--- src/rtl/tssc_pkg.sv ---
`timescale 1ns / 1ps

package tssc_pkg;

    // Default geometry
    localparam int SAMPLE_WIDTH_DEF = 24;
    localparam int COUNT_WIDTH_DEF  = 28;

    // Configuration register widths
    localparam int HP_W = 27;
    localparam int FL_W = 16;
    localparam int FR_W = 25;

    // Reset values of the configuration registers
    localparam logic [HP_W-1:0] HALF_PERIOD_RST = HP_W'(2880000);
    localparam logic [FL_W-1:0] FADE_LEN_RST    = FL_W'(4800);
    localparam logic [FR_W-1:0] FADE_RECIP_RST  = FR_W'(3495);

    // Q1.16 fade weight, saturated to one
    localparam int W_FRAC = 16;
    localparam int W_W    = W_FRAC + 1;
    localparam logic [W_W-1:0] W_ONE = W_W'(65536);

    // Weight product is shifted down by this before saturation
    localparam int RECIP_SHIFT = 8;

    // APB register map
    localparam int ADDR_W = 4;
    localparam int APB_DW = 32;

    typedef enum logic [1:0] {
        REG_HALF_PERIOD = 2'd0,
        REG_FADE_LEN    = 2'd1,
        REG_FADE_RECIP  = 2'd2
    } reg_idx_t;

    typedef enum logic [2:0] {
        ST_IDLE,
        ST_WRAP,
        ST_PHASE,
        ST_MUL_OFF,
        ST_SAT,
        ST_MUL_W,
        ST_FIN
    } state_t;

    typedef struct packed {
        logic accept;
        logic wrap;
        logic phase;
        logic mul_off;
        logic sat;
        logic mul_w;
        logic load_out;
    } cmd_t;

    typedef struct packed {
        logic out_free;
    } status_t;

endpackage

--- src/rtl/tssc_ctrl.sv ---
`timescale 1ns / 1ps

module tssc_ctrl (
    input  logic                aclk,
    input  logic                aresetn,
    input  logic                s_tvalid,
    output logic                s_tready,
    input  tssc_pkg::status_t   status,
    output tssc_pkg::cmd_t      cmd
);

    tssc_pkg::state_t state_reg;
    tssc_pkg::state_t state_next;

    always_ff @(posedge aclk) begin
        if (!aresetn) begin
            state_reg <= tssc_pkg::ST_IDLE;
        end else begin
            state_reg <= state_next;
        end
    end

    always_comb begin
        state_next = state_reg;
        case (state_reg)
            tssc_pkg::ST_IDLE: begin
                if (s_tvalid) begin
                    state_next = tssc_pkg::ST_WRAP;
                end
            end
            tssc_pkg::ST_WRAP:    state_next = tssc_pkg::ST_PHASE;
            tssc_pkg::ST_PHASE:   state_next = tssc_pkg::ST_MUL_OFF;
            tssc_pkg::ST_MUL_OFF: state_next = tssc_pkg::ST_SAT;
            tssc_pkg::ST_SAT:     state_next = tssc_pkg::ST_MUL_W;
            tssc_pkg::ST_MUL_W:   state_next = tssc_pkg::ST_FIN;
            tssc_pkg::ST_FIN: begin
                // hold until the output register can take the item
                if (status.out_free) begin
                    state_next = tssc_pkg::ST_IDLE;
                end
            end
            default:              state_next = tssc_pkg::ST_IDLE;
        endcase
    end

    always_comb begin
        cmd      = '0;
        s_tready = 1'b0;
        case (state_reg)
            tssc_pkg::ST_IDLE: begin
                s_tready   = 1'b1;
                cmd.accept = s_tvalid;
            end
            tssc_pkg::ST_WRAP:    cmd.wrap    = 1'b1;
            tssc_pkg::ST_PHASE:   cmd.phase   = 1'b1;
            tssc_pkg::ST_MUL_OFF: cmd.mul_off = 1'b1;
            tssc_pkg::ST_SAT:     cmd.sat     = 1'b1;
            tssc_pkg::ST_MUL_W:   cmd.mul_w   = 1'b1;
            tssc_pkg::ST_FIN:     cmd.load_out = status.out_free;
            default: begin
                cmd      = '0;
                s_tready = 1'b0;
            end
        endcase
    end

endmodule

--- src/rtl/tssc_dpath.sv ---
`timescale 1ns / 1ps

module tssc_dpath #(
    parameter int SAMPLE_WIDTH = tssc_pkg::SAMPLE_WIDTH_DEF,
    parameter int COUNT_WIDTH  = tssc_pkg::COUNT_WIDTH_DEF
) (
    input  logic                          aclk,
    input  logic                          aresetn,
    input  tssc_pkg::cmd_t                cmd,
    output tssc_pkg::status_t             status,
    input  logic [tssc_pkg::HP_W-1:0]     half_period,
    input  logic [tssc_pkg::FL_W-1:0]     fade_len,
    input  logic [tssc_pkg::FR_W-1:0]     fade_recip,
    input  logic signed [SAMPLE_WIDTH-1:0] left_in,
    input  logic signed [SAMPLE_WIDTH-1:0] right_in,
    output logic signed [SAMPLE_WIDTH-1:0] left_out,
    output logic signed [SAMPLE_WIDTH-1:0] right_out,
    output logic                          out_valid,
    input  logic                          out_ready
);

    localparam int SW    = SAMPLE_WIDTH;
    localparam int DW    = SW + 1;
    localparam int RB_W  = tssc_pkg::FR_W + 1;
    localparam int BW    = (DW > RB_W) ? DW : RB_W;
    localparam int PW    = BW + tssc_pkg::W_W + 1;
    localparam int SH_W  = PW - tssc_pkg::RECIP_SHIFT;
    localparam int HP2_W = tssc_pkg::HP_W + 1;
    localparam int CMP_W = (COUNT_WIDTH > HP2_W) ? COUNT_WIDTH : HP2_W;

    logic signed [SW-1:0]      left_reg;
    logic signed [SW-1:0]      right_reg;
    logic signed [DW-1:0]      diff_reg;
    logic [COUNT_WIDTH-1:0]    tick_reg;
    logic                      second_reg;
    logic [CMP_W-1:0]          off_reg;
    logic                      fade_reg;
    logic signed [PW-1:0]      mul_reg;
    logic [tssc_pkg::W_W-1:0]  w_reg;
    logic signed [SW-1:0]      left_out_reg;
    logic signed [SW-1:0]      right_out_reg;
    logic                      out_valid_reg;

    logic [CMP_W-1:0]          tick_ext;
    logic [CMP_W-1:0]          hp_ext;
    logic [CMP_W-1:0]          twice_hp;
    logic [tssc_pkg::W_W-1:0]  mul_a;
    logic signed [BW-1:0]      mul_b;
    logic signed [PW-1:0]      mul_full;
    logic [SH_W-1:0]           w_raw;
    logic signed [DW-1:0]      left_ext;
    logic signed [DW-1:0]      right_ext;
    logic signed [DW-1:0]      q_floor;
    logic signed [DW-1:0]      q_carry;
    logic signed [DW-1:0]      sum_up;
    logic signed [DW-1:0]      sum_down;

    assign tick_ext = CMP_W'(tick_reg);
    assign hp_ext   = CMP_W'(half_period);
    assign twice_hp = CMP_W'({half_period, 1'b0});

    // Shared multiplier: offset * reciprocal, then weight * difference
    always_comb begin
        if (cmd.mul_w) begin
            mul_a = w_reg;
            mul_b = BW'(diff_reg);
        end else begin
            mul_a = tssc_pkg::W_W'(off_reg[tssc_pkg::FL_W-1:0]);
            mul_b = BW'($signed({1'b0, fade_recip}));
        end
    end

    assign mul_full = $signed({1'b0, mul_a}) * mul_b;
    assign w_raw    = mul_reg[PW-1:tssc_pkg::RECIP_SHIFT];

    // floor(w*d) and floor(-w*d) share one product: the second is -floor - (fraction != 0)
    assign left_ext  = {left_reg[SW-1], left_reg};
    assign right_ext = {right_reg[SW-1], right_reg};
    assign q_floor   = mul_reg[tssc_pkg::W_FRAC +: DW];
    assign q_carry   = $signed(DW'(|mul_reg[tssc_pkg::W_FRAC-1:0]));
    assign sum_up    = right_ext + q_floor;
    assign sum_down  = left_ext - q_floor - q_carry;

    always_ff @(posedge aclk) begin
        if (!aresetn) begin
            tick_reg <= '0;
        end else if (cmd.accept) begin
            tick_reg <= tick_reg + COUNT_WIDTH'(1);
        end else if (cmd.wrap && (tick_ext > twice_hp)) begin
            tick_reg <= '0;
        end
    end

    always_ff @(posedge aclk) begin
        if (cmd.accept) begin
            left_reg  <= left_in;
            right_reg <= right_in;
            diff_reg  <= {left_in[SW-1], left_in} - {right_in[SW-1], right_in};
        end
        if (cmd.phase) begin
            second_reg <= (tick_ext >= hp_ext);
            off_reg    <= (tick_ext >= hp_ext) ? (tick_ext - hp_ext) : tick_ext;
        end
        if (cmd.mul_off) begin
            fade_reg <= (off_reg < CMP_W'(fade_len));
        end
        if (cmd.mul_off || cmd.mul_w) begin
            mul_reg <= mul_full;
        end
        if (cmd.sat) begin
            // outside the fade the full weight gives the settled routing
            if (!fade_reg || (w_raw > SH_W'(tssc_pkg::W_ONE))) begin
                w_reg <= tssc_pkg::W_ONE;
            end else begin
                w_reg <= w_raw[tssc_pkg::W_W-1:0];
            end
        end
        if (cmd.load_out) begin
            if (second_reg) begin
                left_out_reg  <= sum_down[SW-1:0];
                right_out_reg <= sum_up[SW-1:0];
            end else begin
                left_out_reg  <= sum_up[SW-1:0];
                right_out_reg <= sum_down[SW-1:0];
            end
        end
    end

    always_ff @(posedge aclk) begin
        if (!aresetn) begin
            out_valid_reg <= 1'b0;
        end else if (cmd.load_out) begin
            out_valid_reg <= 1'b1;
        end else if (out_ready) begin
            out_valid_reg <= 1'b0;
        end
    end

    assign status.out_free = !out_valid_reg || out_ready;
    assign left_out        = left_out_reg;
    assign right_out       = right_out_reg;
    assign out_valid       = out_valid_reg;

endmodule

--- src/rtl/timed_stereo_swap_crossfader.sv ---
`timescale 1ns / 1ps

// Timed stereo swap crossfader.
// Input stream (s_*): one stereo pair per item, left_in in the low bits of
// s_tdata and right_in above it. Output stream (m_*): one pair per input
// item, same layout. A tick counter advances per item; in the first half of
// each period the pair fades from swapped to direct over fade_len items, in
// the second half from direct to swapped. Registers half_period, fade_len and
// fade_recip sit on the APB port at byte addresses 0, 4 and 8.
// One item is taken at a time and its result is registered in the output
// register; a single multiplier is shared by the weight product and the blend
// product, and the controller walks one item through wrap, phase, offset
// multiply, saturation, blend multiply and output.
// A result waits in the output register while the next item is taken in;
// if the receiver stalls long enough, the controller holds in its last step
// and s_tready stays low until the output register frees.
// Reset (aresetn, synchronous, active low) clears the tick counter and the
// stream control and restores the register defaults; no clearing pass.
module timed_stereo_swap_crossfader #(
    parameter int SAMPLE_WIDTH = tssc_pkg::SAMPLE_WIDTH_DEF,
    parameter int COUNT_WIDTH  = tssc_pkg::COUNT_WIDTH_DEF
) (
    input  logic                              aclk,
    input  logic                              aresetn,
    input  logic                              s_tvalid,
    output logic                              s_tready,
    // [SAMPLE_WIDTH-1:0] left_in, [2*SAMPLE_WIDTH-1:SAMPLE_WIDTH] right_in, zero pad
    input  logic [((2*SAMPLE_WIDTH+7)/8)*8-1:0] s_tdata,
    output logic                              m_tvalid,
    input  logic                              m_tready,
    // [SAMPLE_WIDTH-1:0] left_out, [2*SAMPLE_WIDTH-1:SAMPLE_WIDTH] right_out, zero pad
    output logic [((2*SAMPLE_WIDTH+7)/8)*8-1:0] m_tdata,
    input  logic                              psel,
    input  logic                              penable,
    input  logic                              pwrite,
    input  logic [tssc_pkg::ADDR_W-1:0]       paddr,
    input  logic [tssc_pkg::APB_DW-1:0]       pwdata,
    output logic [tssc_pkg::APB_DW-1:0]       prdata,
    output logic                              pready
);

    localparam int SW     = SAMPLE_WIDTH;
    localparam int TD_W   = ((2*SW+7)/8)*8;
    localparam int PAD_W  = TD_W - 2*SW;

    logic [tssc_pkg::HP_W-1:0] half_period_reg;
    logic [tssc_pkg::FL_W-1:0] fade_len_reg;
    logic [tssc_pkg::FR_W-1:0] fade_recip_reg;
    tssc_pkg::reg_idx_t        reg_idx;
    logic                      wr_en;

    tssc_pkg::cmd_t            cmd;
    tssc_pkg::status_t         status;
    logic signed [SW-1:0]      left_out;
    logic signed [SW-1:0]      right_out;

    assign pready  = 1'b1;
    assign reg_idx = tssc_pkg::reg_idx_t'(paddr[3:2]);
    assign wr_en   = psel && penable && pwrite && pready;

    always_ff @(posedge aclk) begin
        if (!aresetn) begin
            half_period_reg <= tssc_pkg::HALF_PERIOD_RST;
            fade_len_reg    <= tssc_pkg::FADE_LEN_RST;
            fade_recip_reg  <= tssc_pkg::FADE_RECIP_RST;
        end else if (wr_en) begin
            case (reg_idx)
                tssc_pkg::REG_HALF_PERIOD: half_period_reg <= pwdata[tssc_pkg::HP_W-1:0];
                tssc_pkg::REG_FADE_LEN:    fade_len_reg    <= pwdata[tssc_pkg::FL_W-1:0];
                tssc_pkg::REG_FADE_RECIP:  fade_recip_reg  <= pwdata[tssc_pkg::FR_W-1:0];
                default: begin
                    // drop writes beyond the register list
                end
            endcase
        end
    end

    always_comb begin
        case (reg_idx)
            tssc_pkg::REG_HALF_PERIOD: prdata = tssc_pkg::APB_DW'(half_period_reg);
            tssc_pkg::REG_FADE_LEN:    prdata = tssc_pkg::APB_DW'(fade_len_reg);
            tssc_pkg::REG_FADE_RECIP:  prdata = tssc_pkg::APB_DW'(fade_recip_reg);
            default:                   prdata = '0;
        endcase
    end

    tssc_ctrl u_ctrl (
        .aclk     (aclk),
        .aresetn  (aresetn),
        .s_tvalid (s_tvalid),
        .s_tready (s_tready),
        .status   (status),
        .cmd      (cmd)
    );

    tssc_dpath #(
        .SAMPLE_WIDTH (SAMPLE_WIDTH),
        .COUNT_WIDTH  (COUNT_WIDTH)
    ) u_dpath (
        .aclk        (aclk),
        .aresetn     (aresetn),
        .cmd         (cmd),
        .status      (status),
        .half_period (half_period_reg),
        .fade_len    (fade_len_reg),
        .fade_recip  (fade_recip_reg),
        .left_in     (s_tdata[SW-1:0]),
        .right_in    (s_tdata[2*SW-1:SW]),
        .left_out    (left_out),
        .right_out   (right_out),
        .out_valid   (m_tvalid),
        .out_ready   (m_tready)
    );

    generate
        if (PAD_W > 0) begin : g_pad
            assign m_tdata = {{PAD_W{1'b0}}, right_out, left_out};
        end else begin : g_nopad
            assign m_tdata = {right_out, left_out};
        end
    endgenerate

endmodule

--- config.mk ---
export PLATFORM = sky130hd
export DESIGN_NAME = timed_stereo_swap_crossfader
export DESIGN_NICKNAME = d
export VERILOG_FILES = /design/src/rtl/tssc_pkg.sv /design/src/rtl/tssc_ctrl.sv /design/src/rtl/tssc_dpath.sv /design/src/rtl/timed_stereo_swap_crossfader.sv
export SDC_FILE = /design/constraint.sdc
export NUM_CORES = 2
export LEC_CHECK = 0
export BUFFER_PORTS_ARGS = -buffer_cell sky130_fd_sc_hd__buf_2
export CAP_MARGIN = 20
export CORE_MARGIN = 3
export CORE_UTILIZATION = 40
export DETAILED_ROUTE_END_ITERATION = 8
export HOLD_SLACK_MARGIN = 0.12
export PLACE_DENSITY = 0.67
export SYNTH_ARGS = -nofsm -noshare
export SYNTH_HDL_FRONTEND = slang
export SYNTH_HIERARCHICAL = 1
export SYNTH_SLANG_ARGS = --single-unit
--- constraint.sdc ---
create_clock -name aclk -period 7.9 [get_ports aclk]
set_input_delay 0.395 -clock aclk [delete_from_list [all_inputs] [get_ports aclk]]
set_output_delay 0.395 -clock aclk [all_outputs]
set_load 0.01 [all_outputs]
# [Yosys cells after proc, flatten, opt, wreduce, memory -nomap -nowiden]
# Cells that the tools add are included.
[classes] reduce_logical=17 n_eq_ne=10 order_cmp=4 add_sub_neg=6 multipliers=1 mux=21
[ops] op="$mux W28" n=3
[ops] op="$pmux W27 S3" n=1
[ops] op="$mux W24" n=2
[ops] op="$mul A18 B26 Y44" n=1
[ops] op="$gt A36 B17 Y1 const B" n=1
[ops] op="$add A28 B1 Y28 const B" n=1
[ops] op="$ge A28 B27 Y1" n=1
[ops] op="$gt A28 B28 Y1" n=1
[ops] op="$lt A28 B16 Y1" n=1
[ops] op="$sub A28 B27 Y28" n=1
[ops] op="$mux W26" n=1
[ops] op="$sub A24 B24 Y25" n=1
[ops] op="$add A24 B24 Y24" n=1
[ops] op="$sub A24 B2 Y24" n=1
[ops] op="$sub A24 B24 Y24" n=1
[ops] op="$pmux W3 S7" n=1
[ops] op="$mux W17" n=1
[ops] op="$reduce_or A16 Y1" n=1
[ops] op="$mux W1" n=10
[ops] op="$eq A3 B3 Y1 const B" n=3
[ops] op="$reduce_and A2 Y1" n=4
[ops] op="$eq A3 B2 Y1 const B" n=2
[ops] op="$mux W3" n=2
[ops] op="$reduce_bool A2 Y1" n=2
[ops] op="10 further kinds" n=15
[word_totals] regBits=312 inputBits=91

# [Longest topological paths before layout]
[logic_depth] word_depth=5 depth_mapped=32

# [Cells and area by module]
# The synthesis kept the hierarchy.
[modules_own_cells] mod="tssc_dpath" instances=1 area_each_um2=31064.8 cells_each=3296
[modules_own_cells] mod="timed_stereo_swap_crossfader" instances=1 area_each_um2=3203.1 cells_each=368
[modules_own_cells] mod="tssc_ctrl" instances=1 area_each_um2=249.0 cells_each=26

# [Worst setup path after synthesis]
# Ideal clock, no wire load.
[synth_path] path_type="reg2reg" startpoint="register u_ctrl.state_reg[0]" endpoint="register u_dpath.mul_reg[43] (data pin)" synth_period_minus_slack_ns=7.808 arrival_ns=7.547 setup_time_ns=0.261 path_slack_ns=0.092 path_stages_with_launch=28 path_cell_list="dfxtp_1 -> buf_6 -> and2b_1 -> and2_1 -> buf_1 -> clkbuf_1 -> mux2i_1 -> nor2_1 -> fa_1 -> inv_1 -> fa_1 -> inv_1 -> fa_1 -> fa_1 -> fa_1 -> inv_1 -> fa_1 -> inv_1 -> ha_1 -> nor2_1 -> o21ba_1 -> nor4_2 -> o41ai_4 -> a21oi_2 -> o311ai_4 -> a21oi_2 -> nor4b_2 -> a311o_1"
[synth_lines] element="start, declared" line_no="tssc_ctrl.sv:12" text="tssc_pkg::state_t state_reg;"
[synth_lines] element="start signal, assigned" line_no="tssc_ctrl.sv:17" text="state_reg <= tssc_pkg::ST_IDLE;"
[synth_lines] element="start signal, assigned" line_no="tssc_ctrl.sv:19" text="state_reg <= state_next;"
[synth_lines] element="end signal, assigned" line_no="tssc_dpath.sv:108" text="mul_reg <= mul_full;"
[synth_lines] element="end, declared" line_no="tssc_dpath.sv:38" text="logic signed [PW-1:0] mul_reg;"

==> flow_summary.toml <==
[worst_setup_path]
end_kind = "register"
crit_buf_inv = 7
cp.arrival_ps = 7870
cpMostUsedCell = "fa_1"
crit_slowest_cell = "fa_1"
crit_fanout = 17
timing.rr.start = "u_ctrl/state_reg[1]"
r2r_slack_ps = 330
reg2reg_to = "u_dpath/mul_reg[43]"
path_depth = 26
reg2regPathDepth = 26
crit_family = "adder cells"
critical-path-max-stage-delay_ps = 540
startpoint_type = "register"
critPathKind = "reg -> reg"
worst_ep_required_time_ps = 8200

[power]
max-vdd-ir-drop_mv = 0.164
comb_power_share_pct = 40.3
p_sw_w = 0.00228
power_frac_clock_pct = 28.2
netSwitchingFraction_pct = 35.3
pwr-share-seq_pct = 31.5
p_int_w = 0.00417
power.density_mw_per_mm2 = 165
leakagePower_nw = 18.5

[detailed_routing]
remaining_drc_errors = 0
wl_per_cell_um = 18.1
drt-pass1-iter-count = 5
ant_nets = 0
routed_wirelength_um = 92300
vias = 26100
viasPerCell = 5.10
drt_iter0_markers = 1842

[grt]
grt_overflow = 0
grt_pass1_wl_um = 144000
track_usage_pct = 20.5
grt_pass1_vias = 26000
grt_max_degree = 79
antenna_found_initial = 0

[sta]
layout_setup_ws_ps = 333
finalCritPeriodShare_pct = 95.8
drv_slew = 0
fmax_mhz = 132
tightest_slew_ps = 1150
setup_tns_ps = 0
setup_viol = 0
grt_setup_unrepaired = "no"
relSlewSlack_pct = 23.1
min_period_ps = 7570
timing.final.hold_violations = 0
fin_skew_ps = 16.3

[min_path]
whs_path_depth = 3
hold_class = "in -> reg"
hp-start = "pwdata[24]"
min_to = "fade_recip_reg[24]"

[floorplan]
die_x_um = 300
rows = 107
fp.dieArea_sq_mm = 0.0899
start_util_pct = 40.4
core_area_sq_mm = 0.0854
io_pins = 174
die_h_um = 300

[clock_tree]
cts_made_buffers = 38
clk_latency_ps = 550
cts_buffer_depth = 3
tritoncts = "done"
cts_root_buf = "clkbuf_16"
clock_sinks = 312
h-tree-depth = 2
path_clk_slew_ps = 70

[placed_design]
dp_hpwl_um = 75500
port_buffers = 160
gp_congestion = 0.962
place_worst_setup_slack_ps = 117

[final_layout]
drive_above_1_share_pct = 10.4
nNetsFinal = 4735
post-route-util_pct = 45.7
largest_reg_flops = 44
syn_to_final_growth_pct = 13.2
antenna_cells = 0

[yosys]
synth_largest_area_cell = "fa_1"
yosys.area.top_type_share_pct = 25.3
ys_types = 89
synth_seq_cells = 312
synth_area_sq_mm = 0.0345
async_reset_ff_share_pct = 0
synthFlopType = "edfxtp_1"
ys_warn_count = 6
synth-edff-count = 212
synth_area_leaders = "fa_1 25%, edfxtp_1 18%, ha_1 9.7%, inv_1 7.7%, dfxtp_1 5.8%"
syn_avg_cell_area_sq_um = 9.35
ys_seq_area_share_pct = 24.2
synth_cells = 3690

[flow_run]
cap_violations = 0

[run_status]
status = "complete, no violations"
[final cells by class]
class	count	area, sq um
Clock buffer	52	1100
Clock inverter	15	205
Fill cell	8195	46300
Inverter	711	2670
Multi-Input combinational cell	2556	23000
Sequential cell	312	8370
Tap cell	1144	1430
Timing Repair Buffer	322	2290
[routing by layer]
| layer | global-route usage [%] | wire, um | vias to the layer above |
|---|---|---|---|
| li1 | - | - | 12300 |
| met2 | 32.8 | 41200 | 905 |
| met3 | 4.27 | 8020 | 140 |
| met4 | 5.91 | 2950 | 0 |
| met1 | 28.1 | 40100 | 12700 |
| met5 | 0 | 0 | - |
[synth_stat cells, types with 7 or more instances]
master / n
nand3_1: 42
clkbuf_1: 74
o21ai_0: 86
nor2_1: 339
or3_1: 12
fa_1: 436
o21ai_1: 39
mux2_2: 53
a31oi_1: 12
nor2b_1: 38
buf_4: 16
nor4_1: 13
nand2_1: 419
and2_1: 28
a21oi_1: 115
dfxtp_1: 100
xnor2_1: 97
inv_1: 710
o211ai_1: 27
mux2i_1: 120
nand2b_1: 33
ha_1: 267
and3_1: 47
nor3_1: 34
a21o_1: 61
xor2_1: 53
edfxtp_1: 212
a211oi_1: 12
buf_2: 15
nand4_1: 18
o22ai_1: 7
o21a_1: 19
or2_2: 8
o21bai_1: 12
[cell usage in the layout (no fill, tap or decap), drive strengths merged, types with 7 or more instances in the layout]
cell / instances
a21oi: 118
edfxtp: 212
buf: 250
nand3: 42
clkbuf: 52
o21ai: 126
nor4: 15
a31oi: 12
a21o: 61
o21a: 19
o21bai: 12
o211ai: 28
and3: 47
xnor2: 97
ha: 267
nand2: 420
or3: 12
nor2: 339
o31ai: 7
a211oi: 13
o22ai: 7
inv: 713
dlygate4sd3: 72
fa: 436
nand2b: 33
xor2: 53
nor3: 38
dfxtp: 100
nor2b: 38
mux2: 53
nand4: 18
clkinv: 8
or2: 11
and2: 30
a21boi: 11
mux2i: 120
[timing repair]
action | in CTS | in global routing
hold buffers | 72 | 0
endpoints found under the setup margin | 0 | 9
gates resized for setup | 0 | 7
endpoints found under the hold margin | 88 | 0
buffers inserted | 0 | 8
[power groups by stage]
stage | registers (W) | clock network (W) | logic [W]
3_5_place_dp | 0.00206 | 0 | 0.00255
6_report | 0.00203 | 0.00182 | 0.00260
3_3_place_gp | 0.00206 | 0 | 0.00250
4_1_cts | 0.00203 | 0.00187 | 0.00260
5_1_grt | 0.00204 | 0.00193 | 0.00298
2_1_floorplan | 0.00201 | 0 | 0.00199
[worst register-to-register path: stages, from the launching register on]
cell      delay [ps]
dfxtp_1          310
and2b_2          290
and2_4           260
buf_4            140
mux2i_2          340
buf_4            310
nor2_1           100
fa_1             480
inv_1             50
fa_1             450
fa_1             520
inv_1             90
fa_1             520
fa_1             540
inv_1             50
fa_1             520
inv_1             40
ha_1             310
inv_1             90
o21ba_1          210
nor4_2           400
o41ai_4          190
a21oi_4          280
o311ai_4         160
a21oi_2          240
nor4b_2           70
a311o_1          340
[how the worst max path moves through the flow]
stage                        start             endpoint  slack, ps
3_5_place_dp   u_ctrl/state_reg[1]  u_dpath/mul_reg[40]        120
4_1_cts        u_ctrl/state_reg[1]  u_dpath/mul_reg[40]         80
5_1_grt        u_ctrl/state_reg[1]  u_dpath/mul_reg[40]         70
2_1_floorplan  u_ctrl/state_reg[0]  u_dpath/mul_reg[43]         90
6_report       u_ctrl/state_reg[1]  u_dpath/mul_reg[43]        330
3_3_place_gp   u_ctrl/state_reg[1]  u_dpath/mul_reg[43]        230
[through the flow]
stage               hold slack [ps]  total power (W)  cell area [sq um]  cells
global placement                454          0.00456              36900   4962
finish                          149          0.00645              39100   5112
floorplan                       443          0.00400              34500   3694
CTS                             122          0.00649              39000   5101
global route                    155          0.00694              39100   5112
detailed placement              465          0.00461              36900   4962
[cells by family after synthesis]
| logic type | Yosys count | synth area share (%) |
|---|---|---|
| other | 2 | 0.0218 |
| buffers and inverters | 828 | 9.36 |
| AO/OA/AOI/OAI | 461 | 8.71 |
| multiplexers | 173 | 5.21 |
| XOR/XNOR | 150 | 3.81 |
| AND/OR/NAND/NOR | 1061 | 13.7 |
| flip-flops | 312 | 24.2 |
| adder cells (fa/ha/maj) | 703 | 35.0 |
No activity file was read; power rests on OpenSTA's default activity.
